## src/design/twp_pkg.sv

```systemverilog
// Shared types, field widths and the signed three-way compare for the
// three-way pivot partition unit. No dependencies.

package twp_pkg;

  localparam int VALUE_W    = 32;
  localparam int REGION_W   = 2;
  localparam int POSITION_W = 4;
  localparam int TOTAL_W    = 5;
  localparam int OUT_DATA_W = 48;

  // Class of an element relative to the pivot
  typedef enum logic [REGION_W-1:0] {
    REGION_SMALLER = 2'd0,
    REGION_EQUAL   = 2'd1,
    REGION_BIGGER  = 2'd2
  } region_t;

  // Signed compare of an element against the pivot
  function automatic region_t classify(input logic [VALUE_W-1:0] value,
                                       input logic [VALUE_W-1:0] pivot);
    region_t r;
    if ($signed(value) < $signed(pivot)) begin
      r = REGION_SMALLER;
    end else if (value == pivot) begin
      r = REGION_EQUAL;
    end else begin
      r = REGION_BIGGER;
    end
    return r;
  endfunction

endpackage

```

## src/design/twp_store.sv

```systemverilog
// Element store: single write port, single read port, registered read.
// Depends on twp_pkg for the word width.

module twp_store
  import twp_pkg::*;
#(
  parameter int DEPTH = 16,
  parameter int AW    = 4
) (
  input  logic               clk,
  input  logic               we,
  input  logic [AW-1:0]      waddr,
  input  logic [VALUE_W-1:0] wdata,
  input  logic               re,
  input  logic [AW-1:0]      raddr,
  output logic [VALUE_W-1:0] rdata
);

  logic [VALUE_W-1:0] mem [DEPTH];

  // Write in arrival order
  always_ff @(posedge clk) begin
    if (we) begin
      mem[waddr] <= wdata;
    end
  end

  // Registered read, held while no read is issued
  always_ff @(posedge clk) begin
    if (re) begin
      rdata <= mem[raddr];
    end
  end

endmodule

```

## src/design/twp_seq.sv

```systemverilog
// Load/count/emit sequencer with the output register of the partition unit.
// Depends on twp_pkg; drives the ports of twp_store.

module twp_seq
  import twp_pkg::*;
#(
  parameter int CAPACITY = 16
) (
  input  logic                  clk,
  input  logic                  rst,
  input  logic [VALUE_W-1:0]    pivot,
  // input words
  input  logic                  s_axis_tvalid,
  output logic                  s_axis_tready,
  input  logic [VALUE_W-1:0]    s_axis_tdata,
  input  logic                  s_axis_tlast,
  // element store ports
  output logic                  mem_we,
  output logic [$clog2(CAPACITY)-1:0] mem_waddr,
  output logic [VALUE_W-1:0]    mem_wdata,
  output logic                  mem_re,
  output logic [$clog2(CAPACITY)-1:0] mem_raddr,
  input  logic [VALUE_W-1:0]    mem_rdata,
  // result words
  output logic                  m_axis_tvalid,
  input  logic                  m_axis_tready,
  output logic [OUT_DATA_W-1:0] m_axis_tdata,
  output logic [REGION_W-1:0]   m_axis_tuser,
  output logic                  m_axis_tlast
);

  localparam int AW = $clog2(CAPACITY);
  localparam int CW = $clog2(CAPACITY + 1);
  localparam int XW = (CW > TOTAL_W) ? CW : TOTAL_W;

  typedef enum logic [1:0] {
    ST_LOAD,
    ST_COUNT,
    ST_EMIT
  } state_t;

  state_t             state;
  logic [XW-1:0]      fill;
  logic               ovf;
  logic [XW-1:0]      iss;
  logic               rd_vld;
  region_t            cls;
  logic [XW-1:0]      pos;
  logic [XW-1:0]      small_cnt;
  logic [XW-1:0]      equal_cnt;

  // output register
  logic                  out_vld;
  logic [VALUE_W-1:0]    out_value;
  region_t               out_region;
  logic [POSITION_W-1:0] out_pos;
  logic [TOTAL_W-1:0]    out_small;
  logic [TOTAL_W-1:0]    out_equal;
  logic                  out_ovf;
  logic                  out_end;

  logic    accept;
  logic    has_room;
  region_t rd_cls;
  logic    out_free;
  logic    match;
  logic    consume;
  logic    issue;
  logic    pass_done;
  logic    emit;

  // Handshake and pass control
  always_comb begin
    accept    = s_axis_tvalid && s_axis_tready;
    has_room  = (fill != XW'(CAPACITY));
    rd_cls    = classify(mem_rdata, pivot);
    out_free  = !out_vld || m_axis_tready;
    match     = (rd_cls == cls);
    consume   = rd_vld && ((state == ST_COUNT) || !match || out_free);
    issue     = (state != ST_LOAD) && (iss != fill) && (!rd_vld || consume);
    pass_done = (state != ST_LOAD) && (iss == fill) && (!rd_vld || consume);
    emit      = (state == ST_EMIT) && consume && match;
  end

  assign s_axis_tready = (state == ST_LOAD);

  // Store accesses: write on load, one read per issued index
  assign mem_we    = accept && has_room;
  assign mem_waddr = fill[AW-1:0];
  assign mem_wdata = s_axis_tdata;
  assign mem_re    = issue;
  assign mem_raddr = iss[AW-1:0];

  // State, counters and output register
  always_ff @(posedge clk) begin
    if (rst) begin
      state     <= ST_LOAD;
      fill      <= '0;
      ovf       <= 1'b0;
      iss       <= '0;
      rd_vld    <= 1'b0;
      cls       <= REGION_SMALLER;
      pos       <= '0;
      small_cnt <= '0;
      equal_cnt <= '0;
      out_vld   <= 1'b0;
    end else begin
      // load a new result, or drop a taken one
      if (emit) begin
        out_vld    <= 1'b1;
        out_value  <= mem_rdata;
        out_region <= cls;
        out_pos    <= pos[POSITION_W-1:0];
        out_small  <= small_cnt[TOTAL_W-1:0];
        out_equal  <= equal_cnt[TOTAL_W-1:0];
        out_ovf    <= ovf;
        out_end    <= ((pos + XW'(1)) == fill);
      end else if (m_axis_tready) begin
        out_vld <= 1'b0;
      end

      // track the read in flight
      if (issue) begin
        rd_vld <= 1'b1;
        iss    <= iss + XW'(1);
      end else if (consume) begin
        rd_vld <= 1'b0;
      end

      case (state)
        ST_LOAD: begin
          if (accept) begin
            if (has_room) begin
              fill <= fill + XW'(1);
            end else begin
              ovf <= 1'b1;
            end
            if (s_axis_tlast) begin
              state     <= ST_COUNT;
              iss       <= '0;
              small_cnt <= '0;
              equal_cnt <= '0;
            end
          end
        end
        ST_COUNT: begin
          if (consume) begin
            if (rd_cls == REGION_SMALLER) begin
              small_cnt <= small_cnt + XW'(1);
            end else if (rd_cls == REGION_EQUAL) begin
              equal_cnt <= equal_cnt + XW'(1);
            end
          end
          if (pass_done) begin
            state <= ST_EMIT;
            cls   <= REGION_SMALLER;
            iss   <= '0;
            pos   <= '0;
          end
        end
        ST_EMIT: begin
          if (emit) begin
            pos <= pos + XW'(1);
          end
          if (pass_done) begin
            iss <= '0;
            case (cls)
              REGION_SMALLER: cls <= REGION_EQUAL;
              REGION_EQUAL:   cls <= REGION_BIGGER;
              default: begin
                state <= ST_LOAD;
                fill  <= '0;
                ovf   <= 1'b0;
                cls   <= REGION_SMALLER;
              end
            endcase
          end
        end
        default: begin
          state <= ST_LOAD;
        end
      endcase
    end
  end

  assign m_axis_tvalid = out_vld;
  assign m_axis_tdata  = {1'b0, out_ovf, out_equal, out_small, out_pos, out_value};
  assign m_axis_tuser  = out_region;
  assign m_axis_tlast  = out_end;

endmodule

```

## src/design/three_way_pivot_partition_unit.sv

```systemverilog
// Throughput: words load at one per cycle while the unit is in its load state. After the final
// word the unit makes four passes (count, then one per class) over the N stored elements and
// takes no new word until the last pass is done. The first result is registered in the first
// class pass that finds an element of its class.
// Reset: rst (synchronous) clears pivot, fill count, overflow flag and valids;
// store contents are left as they are.

module three_way_pivot_partition_unit
  import twp_pkg::*;
#(
  parameter int CAPACITY = 16
) (
  input  logic                  clk,
  input  logic                  rst,
  // pivot register
  input  logic                  cfg_we,
  input  logic [VALUE_W-1:0]    cfg_wdata,
  // input words
  input  logic                  s_axis_tvalid,
  output logic                  s_axis_tready,
  input  logic [VALUE_W-1:0]    s_axis_tdata,   // [31:0] element_value
  input  logic                  s_axis_tlast,   // is_final
  // result words
  output logic                  m_axis_tvalid,
  input  logic                  m_axis_tready,
  output logic [OUT_DATA_W-1:0] m_axis_tdata,   // [31:0] out_value, [35:32] position,
                                                // [40:36] smaller_total,
                                                // [45:41] equal_total,
                                                // [46] overflowed, [47] zero
  output logic [REGION_W-1:0]   m_axis_tuser,   // [1:0] region
  output logic                  m_axis_tlast    // run_end
);

  localparam int AW = $clog2(CAPACITY);

  logic [VALUE_W-1:0] pivot;
  logic               mem_we;
  logic [AW-1:0]      mem_waddr;
  logic [VALUE_W-1:0] mem_wdata;
  logic               mem_re;
  logic [AW-1:0]      mem_raddr;
  logic [VALUE_W-1:0] mem_rdata;

  // Hold the pivot register
  always_ff @(posedge clk) begin
    if (rst) begin
      pivot <= '0;
    end else if (cfg_we) begin
      pivot <= cfg_wdata;
    end
  end

  twp_store #(
    .DEPTH (CAPACITY),
    .AW    (AW)
  ) u_store (
    .clk   (clk),
    .we    (mem_we),
    .waddr (mem_waddr),
    .wdata (mem_wdata),
    .re    (mem_re),
    .raddr (mem_raddr),
    .rdata (mem_rdata)
  );

  twp_seq #(
    .CAPACITY (CAPACITY)
  ) u_seq (
    .clk           (clk),
    .rst           (rst),
    .pivot         (pivot),
    .s_axis_tvalid (s_axis_tvalid),
    .s_axis_tready (s_axis_tready),
    .s_axis_tdata  (s_axis_tdata),
    .s_axis_tlast  (s_axis_tlast),
    .mem_we        (mem_we),
    .mem_waddr     (mem_waddr),
    .mem_wdata     (mem_wdata),
    .mem_re        (mem_re),
    .mem_raddr     (mem_raddr),
    .mem_rdata     (mem_rdata),
    .m_axis_tvalid (m_axis_tvalid),
    .m_axis_tready (m_axis_tready),
    .m_axis_tdata  (m_axis_tdata),
    .m_axis_tuser  (m_axis_tuser),
    .m_axis_tlast  (m_axis_tlast)
  );

  // Come out of reset empty and ready to load
  a_reset_idle: assert property (@(posedge clk)
    rst |=> (!m_axis_tvalid && s_axis_tready))
    else $error("unit not idle after reset");

  // Stop loading once the final word is taken
  a_final_busy: assert property (@(posedge clk) disable iff (rst)
    (s_axis_tvalid && s_axis_tready && s_axis_tlast) |=> !s_axis_tready)
    else $error("input still accepted after final word");

  // Regions never go backward within a run
  a_region_order: assert property (@(posedge clk) disable iff (rst)
    (m_axis_tvalid && m_axis_tready && !m_axis_tlast) |=>
      (!m_axis_tvalid || (m_axis_tuser >= $past(m_axis_tuser))))
    else $error("region order broken within a run");

endmodule

```

## config.mk

```make
export PLATFORM = sky130hd
export DESIGN_NAME = three_way_pivot_partition_unit
export DESIGN_NICKNAME = d
export VERILOG_FILES = /design/src/design/twp_pkg.sv /design/src/design/twp_store.sv /design/src/design/twp_seq.sv /design/src/design/three_way_pivot_partition_unit.sv
export SDC_FILE = /design/constraint.sdc
export NUM_CORES = 1
export LEC_CHECK = 0
export ABC_AREA = 1
export BUFFER_PORTS_ARGS = -buffer_cell sky130_fd_sc_hd__buf_2
export CAP_MARGIN = 20
export CORE_ASPECT_RATIO = 0.8
export CORE_MARGIN = 2
export CORE_UTILIZATION = 45
export CTS_BUF_LIST = sky130_fd_sc_hd__clkbuf_4 sky130_fd_sc_hd__clkbuf_8
export CTS_CLUSTER_DIAMETER = 40
export DETAILED_ROUTE_END_ITERATION = 8
export REMOVE_ABC_BUFFERS = 1
export SYNTH_ARGS = -nofsm -noshare
export SYNTH_HDL_FRONTEND = slang
export SYNTH_SLANG_ARGS = --single-unit
```

## constraint.sdc

```tcl
create_clock -name clk -period 4.4 [get_ports clk]
set_input_delay 1.32 -clock clk [delete_from_list [all_inputs] [get_ports clk]]
set_output_delay 1.32 -clock clk [all_outputs]
set_load 0.05 [all_outputs]
```

# After elaboration in Yosys (flattened, before gate mapping)

Memories as Yosys holds them, arrays and structs flattened. A register that Yosys moved wholly into a read port is not among the register bits.
Index checks and enable logic that the tools add are counted.

Word-level logic and storage cells: 128
Latch bits: 0
Bits in registers: 114
Bits in writable memories: 512
Memories: 1
Memory bits (read-only): 0

Memories:

| memory      | depth | bits a word | rd ports | clocked after memory_dff | write ports | line            | text |
|---|---|---|---|---|---|---|---|
| u_store.mem | 16    | 32          | 1        | 1                        | 1           | twp_store.sv:19 | `logic [VALUE_W-1:0] mem [DEPTH];` |

Muxes and demuxes: 45
Equal/unequal tests: 22
Magnitude comparators: 1
Add/subtract/negate cells: 5
Div/mod/pow operators: 0
$mul: 0
Bitwise operators: 1
Reduce and logical (&&, ||, !) cells: 35
Shifts and indexed selects: 0

Operators by type and width:

| cell                  | number |
|---|---|
| $mux W5               | 17 |
| $pmux W5 S2           | 5 |
| $eq A32 B32 Y1        | 1 |
| $lt A32 B32 Y1        | 1 |
| $add A5 B1 Y5 const B | 5 |
| $reduce_and A5 Y1     | 4 |
| $mux W2               | 9 |
| $ne A2 B2 Y1 const B  | 8 |
| $reduce_bool A2 Y1    | 6 |
| $eq A5 B5 Y1          | 2 |
| $mux W1               | 10 |
| $logic_and A1 B1 Y1   | 9 |
| $ne A2 B1 Y1 const B  | 4 |
| $pmux W2 S2           | 2 |
| $eq A2 B1 Y1 const B  | 3 |
| $logic_not A2 Y1      | 3 |
| $pmux W2 S3           | 1 |
| $reduce_and A3 Y1     | 2 |
| $reduce_and A6 Y1     | 1 |
| $ne A5 B5 Y1          | 1 |
| $ne A5 B5 Y1 const B  | 1 |
| $logic_or A1 B1 Y1    | 4 |
| $reduce_or A2 Y1      | 2 |
| $logic_not A1 Y1      | 3 |
| 5 further kinds       | 5 |

# Longest topological paths before layout

Gate-level depths: netlist of run 1.

Depth in word-level cells: 14
Gate-level depth with buffers: 22

# By module

Synthesis of run 1 repeated with hierarchy kept, for this count alone.

Cell total of the unflattened synthesis: 2,829
Area total of the unflattened synthesis: 29,051.6 µm²

Modules (own cells, without submodules):

| module                         | cells an instance | times used | area an instance (µm²) | sequential area each (µm²) |
|---|---|---|---|---|
| twp_store                      | 2,120             | 1          | 23,050.9               | 16,335.7 |
| twp_seq                        | 506               | 1          | 4,662.0                | 2,142.1 |
| three_way_pivot_partition_unit | 203               | 1          | 1,338.8                | 640.6 |

# Worst setup path after synthesis of run 1

Ideal clock, no wire load.

Kind: input-to-reg
Start: input port m_axis_tready
End: register u_seq.out_end (netlist: u_seq.m_axis_tlast), enable pin
Path buffers: 0
Path slack: 99 ps
Arrival: 3,843 ps
Data required time: 3,942 ps
Stages on the path: 6
Cell sequence: inv_1 -> nand3_1 -> nand3_1 -> inv_1 -> nand4_1 -> nor2_1

Word-level cells in the longest chain between the ends: 6

Ends and longest elaborated chain:

| element                          | line                                 | text |
|---|---|---|
| start, declared                  | three_way_pivot_partition_unit.sv:25 | `input logic m_axis_tready,` |
| $logic_or A1 B1 Y1               | twp_seq.sv:77                        | `out_free = !out_vld \|\| m_axis_tready;` |
| $logic_or A1 B1 Y1               | twp_seq.sv:79                        | `consume = rd_vld && ((state == ST_COUNT) \|\| !match \|\| out_free);` |
| $logic_and A1 B1 Y1              | twp_seq.sv:79                        |  |
| $logic_and A1 B1 Y1 (2 in a row) | twp_seq.sv:82                        | `emit = (state == ST_EMIT) && consume && match;` |
| $reduce_and A2 Y1 (no line)      | n/a                                  |  |
| end signal, assigned             | twp_seq.sv:117                       | `out_end <= ((pos + XW'(1)) == fill);` |
| end, declared                    | twp_seq.sv:60                        | `logic out_end;` |

Every way passes these cells.
A chain may end at the register's enable or synchronous reset.

# Final worst setup path of run 1

Start: register u_store.rdata[31] (read register of u_store.mem)
End: register u_seq.out_value[14], enable pin

Word-level cells in the longest chain between the ends: 11
Elaborated cells on any way between the ends: 12
Classes of those cells: order compare (1); eq/ne (2); mux (2); reduce/logical (7)

Ends and longest elaborated chain:

| element                                                | line            | text |
|---|---|---|
| start, declared                                        | twp_store.sv:16 | `output logic [VALUE_W-1:0] rdata` |
| branches (longest 2 deep; another with $lt A32 B32 Y1) | n/a             |  |
| $mux W2 (*)                                            | twp_pkg.sv:23   | `if ($signed(value) < $signed(pivot)) begin` |
| $eq A2 B2 Y1 (*)                                       | twp_seq.sv:78   | `match = (rd_cls == cls);` |
| $logic_not A1 Y1                                       | twp_seq.sv:79   |  |
| $logic_or A1 B1 Y1 (2 in a row)                        | twp_seq.sv:79   |  |
| $logic_and A1 B1 Y1                                    | twp_seq.sv:79   |  |
| $logic_and A1 B1 Y1                                    | twp_seq.sv:82   |  |
| $logic_and A1 B1 Y1 (*)                                | twp_seq.sv:82   |  |
| $reduce_and A2 Y1 (no line) (*)                        | n/a             |  |
| end signal, assigned                                   | twp_seq.sv:111  | `out_value <= mem_rdata;` |
| end, declared                                          | twp_seq.sv:54   | `logic [VALUE_W-1:0] out_value;` |

Every way passes the cells marked *.

==> summary.md, run 1 <==
| Metric | Value |
|---|---|
| Pre-CTS setup slack | `a little under 700 ps` |
| Synth Cell Area | `0.0259 mm2` |
| Leading area contributor after synthesis | `edfxtp_1` |
| Cts repair resizes | `0` |
| RSZ-0062 raised after global routing | `no` |
| Worst setup SP type | `register` |
| Maximum clock frequency | `267 MHz` |
| Wl on met1 | `29500 um` |
| Met2 WL | `about 30000 um` |
| WL met3 | `between 5000 and 6000 um` |
| First-pass GRT wire length | `99500 um` |
| Setup CP Type | `reg -> reg` |
| Clock share of power | `0.295` |
| Top Metal Used | `met5` |
| Hold crit path type | `reg -> reg` |
| Drt pass-1 iters | `6` |
| Grt total ovfl | `0` |
| Synth area leaders | `edfxtp_1 (69%), o21ai_0 (5.8%), dfxtp_1 (4.9%)` |
| #FFs+latches synth | `658` |
| Final setup margin | `659 ps` |
| Cell Pwr Density | `just under 600 mW/mm2` |
| Die Y-Extent | `between 200 and 250 um` |
| ANT nets after route | `0` |
| Worst-path cell chain | `ha_1 -> nand2_2 -> nor3_2 -> and3_2 -> nand2_2 -> nand2_1 -> nand2_1 -> nand3_2 -> nand4_1 -> nor2_4 -> buf_4` |
| Synth unique cells | `43` |
| H-Tree Level Count | `3` |
| # Max-Cap Violations | `0` |
| CTS root buf | `clkbuf_8` |
| Slowest stage delay, CP | `~560 ps` |
| Ys async rst share | `0` |
| Slew HR | `0.257` |
| Detail Placement HPWL | `38400 um` |
| Most common cell after layout, fill and taps aside | `edfxtp_1` |
| CP max-delay cell | `nor2_4` |
| Post-layout util | `0.520` |
| Sw Pwr | `between 0.005 and 0.006 W` |
| Final Critical Period | `3740 ps` |
| Area Growth Syn to Fin | `14.0%` |
| Initial core utilization | `0.456` |
| Final Hold Fails | `0` |
| NumNets Final | `2270` |
| Total setup buffers inserted after CTS | `0` |
| Via-per-instance ratio | `around 5.6` |
| CP Max Fanout | `20` |
| Die X | `272 um` |
| Hold buffer count at cts | `0` |
| Number of I/O pins | `~120` |
| Reg power frac | `0.453` |
| Global Route Usage Sum | `0.223` |
| Die area | `0.0595 mm2` |
| Synthesized area per cell | `about 13 um2` |
| Share of layout cells above drive strength 1 | `0.159` |
| Fin crit share | `0.850` |
| Power, Total | `about 0.017 W` |
| ANT cells | `0` |
| Synth Flop Type | `edfxtp_1` |
| Commonest cells after routing, fill and taps aside | `edfxtp_1 (594), nor2_1 (300), o21ai_0 (300)` |
| Combinational group share of total power | `0.251` |
| Wire length per cell | `between 20 and 25 um` |
| Clk sinks | `658` |
| Hold WS | `approximately 450 ps` |
| Antenna violations before repair | `2` |
| CTS clk-pin slew, worst paths | `roughly 60 ps` |
| Routability cong. | `0.797` |
| Data required, critical path | `around 4800 ps` |
| CP Data Arrival Time | `about 4100 ps` |
| Area of the core | `approximately 0.057 mm2` |
| Num rows | `78` |
| Post-synth EDFFs | `594` |
| Clock Skew | `26.5 ps` |
| DRT Wirelength | `around 66000 um` |
| Synth top area share | `0.688` |
| Sequential area share after synthesis | `0.738` |
| Num CTS Buffers | `about 100` |
| Via count | `about 17000` |
| CTS Buffer Depth | `3` |
| Vias in the first global route | `16260` |
| Final setup viols | `0` |
| Critical Path End Type | `register` |
| Synthesized instance count | `around 2000` |
| Number of fill cells | `around 4800` |
| Port Buffer Count | `between 100 and 150` |
| CTS tree | `done` |
| Worst Tran Pin Value | `between 1000 and 1500 ps` |
| Initial DRC count | `1730` |
| DRC viols | `0` |
| VDD IR-drop max | `~0.45 mV` |
| Largest net degree at the start of global routing | `roughly 150` |
| Switching Share | `0.335` |
| Final Max Tran Viols | `0` |
| Status | `finished clean` |
| Static Leak | `~10 nW` |
| Clock latency on the worst-skew pair | `700 ps` |
| YS warnings | `0` |
| Int Power | `between 0.01 and 0.015 W` |
-- cells by family after synthesis --
family                     count (synthesis)  synth area share
AOI/OAI and AO/OA                        522             0.115
xor gates and xnor gates                  15           0.00507
adders and majority gates                 44            0.0212
buffers and inverters                    197            0.0292
DFF                                      658             0.738
other                                      1          0.000145
and+or+nand+nor                          573            0.0922
-- Yosys cell counts, drive strengths merged, types with 3 or more instances --
| master | n |
|---|---|
| edfxtp | 594 |
| nor2 | 316 |
| o21ai | 302 |
| nand2 | 149 |
| clkbuf | 109 |
| nand3 | 84 |
| o22ai | 81 |
| inv | 75 |
| a21oi | 67 |
| dfxtp | 64 |
| o221ai | 50 |
| ha | 44 |
| o211ai | 15 |
| nand4 | 11 |
| xor2 | 10 |
| buf | 9 |
| nor3 | 7 |
| xnor2 | 5 |
| clkinv | 4 |
| nor3b | 3 |
-- worst max-delay path: cells and delay by family (launching register included) --
family                   cells  cell delay, ps
AND/OR/NAND/NOR              9            2130
buffers and inverters        1             380
flip-flops                   1             390
adder cells (fa/ha/maj)      1             530
-- final cells by class --
class                   instances  area [um2]  share of cell area
multi-input cells            1155        6160               0.209
flip-flops and latches        658       19100               0.647
well taps                     760         951              0.0322
clock inverters                48         302              0.0102
inverters                      79         302              0.0102
clock buffers                 138        1710              0.0579
repair buffers                159        1000              0.0339
-- registers in the layout, summed over array words and instances (netlist names) --
signal               cells
u_seq.iss                5
u_store.mem            512
u_seq.m_axis_tuser       2
u_seq.out_equal          5
u_seq.out_ovf            1
u_seq.pos                5
u_seq.rd_vld             1
u_seq.ovf                1
u_seq.out_small          5
u_seq.state              2
u_seq.out_pos            4
u_seq.cls                2
u_seq.m_axis_tvalid      1
u_seq.small_cnt          5
u_store.rdata           32
u_seq.m_axis_tlast       1
u_seq.fill               5
u_seq.out_value         32
u_seq.equal_cnt          5
pivot                   32
-- worst paths after layout --
check                                  startpoint  slack [ps]  cells past startpoint                  end
worst min-delay path            u_store.rdata[18]         450                      0  u_seq.out_value[18]
worst min register to register  u_store.rdata[18]         450                      0  u_seq.out_value[18]
worst max register to register  u_store.rdata[31]         660                     11  u_seq.out_value[14]
worst max-delay path            u_store.rdata[31]         660                     11  u_seq.out_value[14]
-- power by group through the flow --
stage	Sequential, W	Clock [W]	Combinational (W)
5_1_grt	0.00779	0.00542	0.00478
3_3_place_gp	0.00785	0	0.00421
6_report	0.00774	0.00505	0.00429
4_1_cts	0.00774	0.00514	0.00429
3_5_place_dp	0.00787	0	0.00428
2_1_floorplan	0.00791	0	0.00259
-- metal layers --
layer	vias up	GRT usage
met5	-	0
met4	2	0.0595
met3	106	0.0488
met2	621	0.346
met1	8309	0.319
li1	7718	-
-- metrics by stage --
| step | area, um2 | TNS, ps | instances |
|---|---|---|---|
| after floorplan | 25500 | -527300 | 1892 |
| after global placement | 27500 | 0 | 2811 |
| after detailed placement | 27500 | 0 | 2811 |
| after CTS | 29600 | 0 | 2997 |
| after global routing | 29600 | 0 | 2997 |
| final | 29600 | 0 | 2997 |
(Power assumes the default switching activity.)
==> run 2: changes to the inputs <==
RECOVER_POWER = 100   (was unset)
==> summary.md, run 2 (synthesis gave the netlist of run 1 again) <==
| Metric | Value |
|---|---|
| CTS Buffer Depth | `3` |
| Antenna violations before repair | `2` |
| Fin crit share | `0.885` |
| Num rows | `around 80` |
| Port Buffer Count | `approximately 120` |
| Reg with most FFs | `u_store.mem` |
| Final Hold Fails | `0` |
| Hold crit path type | `reg -> reg` |
| Final setup viols | `0` |
| Area Growth Syn to Fin | `12.8%` |
| Detail Placement HPWL | `38400 um` |
| Static Leak | `between 9 and 10 nW` |
| Top Usage Layer GRT | `met2` |
| Area of the core | `between 0.05 and 0.06 mm2` |
| Post-layout util | `0.515` |
| Worst R2R Path Depth | `11` |
| Worst-case register-to-register setup slack | `around 500 ps` |
| Die Y-Extent | `about 220 um` |
| Vias in the first global route | `around 16000` |
| Routability cong. | `between 0.7 and 0.8` |
| Largest net degree at the start of global routing | `~150` |
| First-pass GRT wire length | `about 99000 um` |
| Status | `finished with violations` |
| Hold WS | `455 ps` |
| DRC viols | `0` |
| Setup TNS | `0 ps` |
| Met1 Usage GRT | `0.319` |
| Max reg flops | `between 500 and 600` |
| CP Max Fanout | `20` |
| Hold Crit Depth | `0` |
| RSZ-0062 raised after global routing | `no` |
| Most common cell after layout, fill and taps aside | `edfxtp_1` |
| Cell Pwr Density | `582 mW/mm2` |
| Number of I/O pins | `123` |
| Grt total ovfl | `0` |
| Die X | `between 200 and 300 um` |
| Data required, critical path | `approximately 4700 ps` |
| Via-per-instance ratio | `around 5.6` |
| Num CTS Buffers | `a little over 100` |
| Worst setup SP type | `register` |
| DRT Wirelength | `around 66000 um` |
| CTS root buf | `clkbuf_8` |
| Worst Tran Pin Value | `just over 2000 ps` |
| Clock latency on the worst-skew pair | `roughly 700 ps` |
| Failing checks | `max-capacitance violations, max-slew violations` |
| Commonest cells after routing, fill and taps aside | `edfxtp_1 (594), nor2_1 (305), o21ai_0 (302)` |
| Wire length per cell | `22.1 um` |
| Met2 Resource Use GR | `0.346` |
| Via count | `16774` |
| Clock Skew | `24.5 ps` |
| VDD IR-drop max | `roughly 0.45 mV` |
| # Max-Cap Violations | `4` |
| Drt pass-1 iters | `7` |
| CP Data Arrival Time | `approximately 4200 ps` |
| Seq. cell area | `around 0.019 mm2` |
| NumNets Final | `around 2300` |
| ANT nets after route | `0` |
| CTS clk-pin slew, worst paths | `around 60 ps` |
| Total setup buffers inserted after CTS | `0` |
| Grt met3 use | `0.0488` |
| Slew HR | `-0.375` |
| Dpl cell area | `between 0.02 and 0.03 mm2` |
| CTS tree | `done` |
| Cts repair resizes | `0` |
| Final Max Tran Viols | `about 160` |
| Maximum clock frequency | `between 200 and 300 MHz` |
| Hold buffer count at cts | `0` |
| Final setup margin | `a little over 500 ps` |
| Critical Path End Type | `register` |
| Die area | `around 0.060 mm2` |
| Final Critical Period | `about 4000 ps` |
| Share of layout cells above drive strength 1 | `0.109` |
| Pre-CTS setup slack | `682 ps` |
| Initial DRC count | `between 1500 and 2000` |
| Initial core utilization | `0.456` |
| H-Tree Level Count | `3` |
| Setup CP Type | `reg -> reg` |
| Multi-input logic area | `approximately 0.006 mm2` |
| Clk sinks | `approximately 660` |
| Post-route cell area | `~0.03 mm2` |
| Number of fill cells | `4913` |
| Global Route Usage Sum | `0.223` |
[run 2: through the flow]
stage	total power [W]	instances
2_1_floorplan	0.0105	1892
3_3_place_gp	0.0121	2811
3_5_place_dp	0.0122	2811
4_1_cts	0.0172	2997
5_1_grt	0.0179	2997
6_report	0.0170	2998
[run 2: per-layer routing]
layer  wire length (um)  vias to the layer above
li1                   -                     7721
met1              30600                     8388
met2              30000                      553
met3               4400                      110
met4               1250                        2
met5                 10                        -
[run 2: report_power, final]
group	total [W]	internal (W)	switching [W]
Clock	0.00504	0.00270	0.00234
Combinational	0.00421	0.00119	0.00303
Sequential	0.00775	0.00743	0.000315
[run 2: final timing paths]
| kind | startpoint | end |
|---|---|---|
| min reg2reg | u_store.rdata[18] | u_seq.out_value[18] |
| max reg2reg | u_store.rdata[31] | u_seq.out_value[14] |
| max | u_store.rdata[31] | u_seq.out_value[14] |
| min | u_store.rdata[18] | u_seq.out_value[18] |
[run 2: layout make-up]
type | count | area share
Sequential cell | 658 | 0.654
Clock buffer | 138 | 0.0586
Tap cell | 760 | 0.0325
Clock inverter | 48 | 0.0103
Inverter | 79 | 0.0103
Multi-Input combinational cell | 1155 | 0.207
Antenna cell | 1 | 0.0000856
Timing Repair Buffer | 159 | 0.0273
[run 2: worst max-delay path: stages, from the launching register on]
cell and delay, ps:
edfxtp_1 380, ha_1 490, nand2_1 160, nor3_2 530, and3_2 320, nand2_1 90, nand2_1 80, nand2_1 80
nand3_1 110, nand4_1 210, nor2_4 550, clkbuf_2 520
